`src/hdl/ptm_pkg.sv`:
```
package ptm_pkg;

  // Event codes carried in s_tuser.
  typedef enum logic [2:0] {
    OP_QUERY         = 3'd0,
    OP_SET_MODE      = 3'd1,
    OP_RUN_NOW       = 3'd2,
    OP_SUSPEND       = 3'd3,
    OP_CHANGE_PERIOD = 3'd4,
    OP_REPORT        = 3'd5
  } opcode_t;

  typedef enum logic [1:0] {
    MODE_NEVER   = 2'd0,
    MODE_ONCE    = 2'd1,
    MODE_REGULAR = 2'd2
  } task_mode_t;

  localparam int unsigned OPCODE_W = 3;
  localparam int unsigned MODE_W   = 2;
  localparam int unsigned COUNT_W  = 32;
  localparam int unsigned VAR_W    = 64;
  localparam int unsigned SQ_IN_W  = 32;

endpackage

```
`src/hdl/ptm_stat.sv`:
```
module ptm_stat #(
  parameter int unsigned MW        = 36,
  parameter bit          IS_SIGNED = 1'b0
) (
  input  logic [MW-1:0]             x_scaled,
  input  logic [MW-1:0]             mean_in,
  input  logic [ptm_pkg::VAR_W-1:0] var_in,
  output logic [MW-1:0]             mean_out,
  output logic [ptm_pkg::VAR_W-1:0] var_out
);
  import ptm_pkg::*;

  localparam int unsigned EW = MW + 1;
  localparam int unsigned AW = EW + 3;
  localparam int unsigned DW = EW + 1;
  localparam int unsigned XW = (DW > SQ_IN_W + 1) ? DW : SQ_IN_W + 1;
  localparam int unsigned BW = VAR_W + 4;

  logic signed [EW-1:0] x_e;
  logic signed [EW-1:0] m_e;
  logic signed [AW-1:0] acc;
  logic signed [AW-1:0] acc_sh;
  logic signed [EW-1:0] m_new;
  logic signed [DW-1:0] diff;
  logic        [DW-1:0] mag;
  logic        [XW-1:0] mag_x;
  logic [VAR_W-1:0]     sq;
  logic [BW-1:0]        blend;

  always_comb begin
    if (IS_SIGNED) begin
      x_e = $signed({x_scaled[MW-1], x_scaled});
      m_e = $signed({mean_in[MW-1], mean_in});
    end else begin
      x_e = $signed({1'b0, x_scaled});
      m_e = $signed({1'b0, mean_in});
    end
    // 7*mean + x, then a floor divide by 8 as an arithmetic shift.
    acc    = (AW'(m_e) <<< 3) - AW'(m_e) + AW'(x_e);
    acc_sh = acc >>> 3;
    m_new  = acc_sh[EW-1:0];
    mean_out = m_new[MW-1:0];

    diff  = DW'(x_e) - DW'(m_new);
    mag   = diff[DW-1] ? DW'(-diff) : DW'(diff);
    mag_x = XW'(mag);
    if (|mag_x[XW-1:SQ_IN_W]) begin
      sq = '1;
    end else begin
      sq = VAR_W'(mag_x[SQ_IN_W-1:0]) * VAR_W'(mag_x[SQ_IN_W-1:0]);
    end

    // floor((15*var + sq) / 16) never leaves the 64-bit range.
    blend   = (BW'(var_in) << 4) - BW'(var_in) + BW'(sq);
    var_out = blend[BW-1:4];
  end

endmodule

```
`config.mk`:
```
export PLATFORM = sky130hd
export DESIGN_NAME = ptm_stat
export DESIGN_NICKNAME = d
export VERILOG_FILES = /design/src/hdl/ptm_pkg.sv /design/src/hdl/ptm_stat.sv
export SDC_FILE = /design/constraint.sdc
export NUM_CORES = 2
export LEC_CHECK = 0
export BUFFER_PORTS_ARGS = -buffer_cell sky130_fd_sc_hd__buf_2
export CAP_MARGIN = 20
export CORE_AREA = 3 3 264 266
export DETAILED_ROUTE_END_ITERATION = 6
export DIE_AREA = 0 0 267 269
export GPL_ROUTABILITY_DRIVEN = 0
export PLACE_DENSITY = 0.76
export SETUP_SLACK_MARGIN = 0.2
export SLEW_MARGIN = 15
export SYNTH_ARGS = -nofsm -noshare
export SYNTH_HDL_FRONTEND = slang
export SYNTH_SLANG_ARGS = --single-unit
export TNS_END_PERCENT = 10
```
`constraint.sdc`:
```
create_clock -name vclk -period 26.2
set_clock_uncertainty 0.2 [all_clocks]
set_input_delay 2.62 -clock vclk [all_inputs]
set_output_delay 2.62 -clock vclk [all_outputs]
set_load 0.05 [all_outputs]
```
Yosys cells after proc, flatten, opt, wreduce, memory -nomap -nowiden

Cells that the tools add are included.

Input port bits: 136
Output and inout bits: 100
Bits in registers: 0

Reductions and logical operators: 1
Muxes and demuxes: 2
Add/sub/neg operators: 6
Multiply operators: 1

Operator list:

| kind                                           | number |
|---|---|
| 68-bit by 64-bit adder with 68-bit output      | 1 |
| 68-bit by 64-bit subtractor with 68-bit output | 1 |
| 32-bit by 32-bit multiplier with 64-bit output | 1 |
| 64-bit two-way mux                             | 1 |
| 40-bit by 37-bit adder with 40-bit output      | 1 |
| 39-bit by 36-bit subtractor with 40-bit output | 1 |
| 38-bit two-way mux                             | 1 |
| 38-bit negator                                 | 1 |
| 37-bit by 37-bit subtractor with 38-bit output | 1 |
| 6-bit OR reduction                             | 1 |

Depth between registers and ports, before layout

Word-level depth: 8
Gate-level depth with buffers: 83

Worst setup path before layout

OpenSTA, ideal clock, no wires.

Path type: in2out
Start point: input x_scaled[12]
End point: output var_out[62] (netlist name)
Setup slack: 2.541 ns
Stages on the path: 74
Data required time: 23.380 ns
Arrival time: 20.839 ns
Cell sequence: inv_1 > fa_1 > inv_1 > ha_1 > a21o_1 > a221o_1 > or3_1 > a211oi_1 > nor3_1 > a21o_1 > a21oi_1 > o21bai_1 > a21oi_1 > o21bai_1 > a21oi_1 > o21ai_0 > a21oi_1 > o21bai_1 > [... 38 more ...] > and3_1 > o21bai_1 > xor2_1 > nor2_1 > fa_1 > inv_1 > ha_1 > clkbuf_1 > nand2_1 > or3_1 > nand2b_1 > a31oi_1 > nor2b_1 > o221ai_1 > a41o_1 > a41oi_2 > o21ai_1 > xor2_1

Cells in the longest elaborated chain, start to end: 7
Elaborated cells on any way between the ends: 8
Classes of those cells: 4 x add/sub; 1 x mul; 2 x mux; 1 x reduce/logical

Ends and longest elaborated chain:

| item                                                                                                   | RTL line       | RTL |
|---|---|---|
| start, declared                                                                                        | ptm_stat.sv:5  | `input logic [MW-1:0] x_scaled,` |
| 40-bit by 37-bit adder with 40-bit output *                                                            | ptm_stat.sv:39 | `acc = (AW'(m_e) <<< 3) - AW'(m_e) + AW'(x_e);` |
| named net mean_out[32]                                                                                 | ptm_stat.sv:8  | `output logic [MW-1:0] mean_out,` |
| 37-bit by 37-bit subtractor with 38-bit output *                                                       | ptm_stat.sv:44 | `diff = DW'(x_e) - DW'(m_new);` |
| 38-bit negator                                                                                         | ptm_stat.sv:45 | `mag = diff[DW-1] ? DW'(-diff) : DW'(diff);` |
| 38-bit two-way mux *                                                                                   | ptm_stat.sv:45 |  |
| parallel branches: the longest is 1 deep, another holds 32-bit by 32-bit multiplier with 64-bit output | --             |  |
| 64-bit two-way mux *                                                                                   | ptm_stat.sv:47 | `if (\|mag_x[XW-1:SQ_IN_W]) begin` |
| 68-bit by 64-bit adder with 68-bit output *                                                            | ptm_stat.sv:54 | `blend = (BW'(var_in) << 4) - BW'(var_in) + BW'(sq);` |
| end, declared                                                                                          | ptm_stat.sv:9  | `output logic [ptm_pkg::VAR_W-1:0] var_out` |

Mark *: on every way through the listed nets, which the timed path passes.

Final worst setup path

Start point: input mean_in[9]
End point: output var_out[62] (netlist name)

Cells in the longest elaborated chain, start to end: 8
Elaborated cells on any way between the ends: 9
Classes of those cells: 5 x add/sub; 1 x mul; 2 x mux; 1 x reduce/logical

Ends and longest elaborated chain:

| item                                                                                 | RTL line                       | RTL |
|---|---|---|
| start, declared                                                                      | ptm_stat.sv:6                  | `input logic [MW-1:0] mean_in,` |
| 39-bit by 36-bit subtractor with 40-bit output *                                     | ptm_stat.sv:39                 |  |
| 40-bit by 37-bit adder with 40-bit output *                                          | ptm_stat.sv:39                 |  |
| 37-bit by 37-bit subtractor with 38-bit output *                                     | ptm_stat.sv:44                 |  |
| 38-bit negator                                                                       | ptm_stat.sv:45                 |  |
| 38-bit two-way mux *                                                                 | ptm_stat.sv:45                 |  |
| 32-bit by 32-bit multiplier with 64-bit output or 6-bit OR reduction (tied branches) | ptm_stat.sv:50, ptm_stat.sv:47 |  |
| 64-bit two-way mux *                                                                 | ptm_stat.sv:47                 |  |
| 68-bit by 64-bit adder with 68-bit output *                                          | ptm_stat.sv:54                 |  |

Every way passes the cells marked *; elsewhere a longest branch is shown, timed or not.

==> summary.md <==
| Metric | Value |
|---|---|
| Status | `complete, no violations` |
| Met3 wire len | `14400 um` |
| Global-route wire length before repair | `187000 um` |
| IO Count | `236` |
| Initial Util | `60.3%` |
| Area post-placement | `42800 sq um` |
| DP Wirelength | `97000 um` |
| Rel. slew slack | `31.6%` |
| Seq Cell Count | `0` |
| Number of synthesis warnings | `0` |
| Most frequent cells in the layout | `1371 x inv_1, 899 x fa_1, 420 x nand2_1, 411 x ha_1, 392 x nor2_1` |
| Register area | `0 sq um` |
| Worst-Margin Slew | `1.02 ns` |
| Global route total overflow | `0` |
| Pre-antenna DRT Iters | `7` |
| Die width | `267 um` |
| Die footprint | `71800 sq um` |
| Unrepaired setup endpoints after global routing | `yes` |
| CP endpoint kind | `primary output` |
| Final std cells w/o fill | `5921` |
| Net Count, Synth | `6333` |
| Final Cell Area | `42900 sq um` |
| Post-synth cell types | `92` |
| CP Launch Type | `primary input` |
| Final setup viols | `0` |
| Standard-cell rows | `95` |
| Vias | `33400` |
| Critical path peak fanout | `14` |
| Routed WL per cell | `19.5 um` |
| Layout cells sized above 1 | `7.16%` |
| Largest net degree at the start of global routing | `61` |
| Syn Inst Count | `4887` |
| Layout area overhead | `5.83%` |
| Inst Count DP | `5914` |
| Max Freq | `40.4 MHz` |
| Cell with the most instances on the worst path | `fa_1` |
| Final Hold Viols | `0` |
| Drt drc | `0` |
| Die Span Y | `269 um` |
| I/O Buffers | `236` |
| Number of routed nets with antenna violations | `0` |
| Period utilisation layout | `94.4%` |
| Worst EP arrival | `21.91 ns` |
| Top Layer Used | `met5` |
| Met2 WL | `51300 um` |
| Top-area cell type share of the netlist area | `44.4%` |
| Critical path type | `primary input to primary output` |
| Post-route setup TNS | `0 ns` |
| Max Slew Vio Count | `0` |
| Postcts setup bufs | `0` |
| CP required | `23.38 ns` |
| Register area share after synthesis | `0%` |
| Worst-case hold path end point | `var_out[63]` |
| Hold Buf Count CTS | `0` |
| Hold Path Stages | `4` |
| Starting DRT DRC Count | `2793` |
| Final Net Count | `6491` |
| Mean Syn Cell Area | `8.29 sq um` |
| HP Start | `var_in[63]` |
| Synth Cell Area | `40500 sq um` |
| Wl on met1 | `45300 um` |
| GR Util All Layers | `33.2%` |
| Vias/cell | `5.65` |
| Leading cell type in the layout, fill and taps excluded | `inv_1` |
| Post-layout min period | `24.73 ns` |
| Initial antenna violation count | `9` |
| CP peak stage delay | `0.59 ns` |
| CTS resizes | `0` |
| Slowest cell on crit path | `a2111oi_2` |
| Vias in the first global route | `35000` |
| Post-synth top area cell | `fa_1` |
| Routed Wire Length | `115000 um` |
| Clkbuf count | `0` |
| Post-route core utilization | `63.8%` |
| Max-cap violation count | `0` |
| Top post-synthesis cells by area | `fa_1 44%, inv_1 13%, ha_1 13%, nand2_1 3.9%, nor2_1 3.6%` |
| Class of the worst hold path | `primary input to primary output` |
| Core Region | `67300 sq um` |
Yosys cell counts (14+ instances only):
cell and count:
a211oi_1 17, a21o_1 127, a21oi_1 206, a31oi_1 28, and2_1 16, and3_1 27, clkbuf_1 131, fa_1 899
ha_1 411, inv_1 1372, nand2_1 420, nand2b_1 41, nand3_1 40, nand4_1 45, nor2_1 392, nor2b_1 31
nor3_1 25, o211ai_1 18, o21a_1 25, o21ai_0 108, o21ai_1 20, o21bai_1 31, o31ai_1 14, or3_1 20
xnor2_1 136, xor2_1 94
kinds of logic after synthesis:
| family | after synthesis | share of synthesized area, % |
|---|---|---|
| buf+inv | 1527 | 14.2 |
| fa+ha+maj | 1310 | 57.1 |
| simple gates | 1121 | 12.4 |
| compound gates | 698 | 11.4 |
| xor+xnor | 230 | 4.97 |
| mux | 1 | 0.0247 |
per-layer routing:
layer  track usage [%]  vias to the layer above
li1                  -                    15200
met1              44.9                    16200
met2              52.5                     1758
met3              9.96                      310
met4              9.37                        6
met5                 0                        -
worst max path at each step:
stage	start	to	slack [ns]	cells past startpoint
2_1_floorplan	x_scaled[12]	var_out[62]	2.54	74
3_3_place_gp	x_scaled[12]	var_out[62]	1.46	75
3_5_place_dp	x_scaled[12]	var_out[60]	1.27	75
4_1_cts	mean_in[9]	var_out[62]	1.16	76
5_1_grt	mean_in[9]	var_out[62]	0.21	76
6_report	mean_in[9]	var_out[62]	1.47	75
critical path, delay by kind of cell:
family                   cells  cell delay [ns]
adder cells (fa/ha/maj)     14             6.63
AND/OR/NAND/NOR             13             2.45
AO/OA/AOI/OAI               32             7.97
XOR/XNOR                     4             0.62
buffers and inverters       12             1.58
per-stage QoR:
| stage | setup WS, ns | hold slack, ns |
|---|---|---|
| final | 1.47 | 5.55 |
| after floorplan | 2.54 | 5.45 |
| after detailed placement | 1.27 | 5.55 |
| after CTS | 1.16 | 5.55 |
| after global placement | 1.46 | 5.55 |
| after global routing | 0.208 | 5.60 |
area by class of cell:
class                      instances  area (sq um)
timing repair buffer             300          1670
inverter                        1383          5190
fill                            5780         24400
tap                              873          1090
multi-input combinational       3360         34900
antenna                            5          12.5
Power is not shown: default switching activity piles up to over one toggle a cycle in this logic, so the estimate is an artifact.
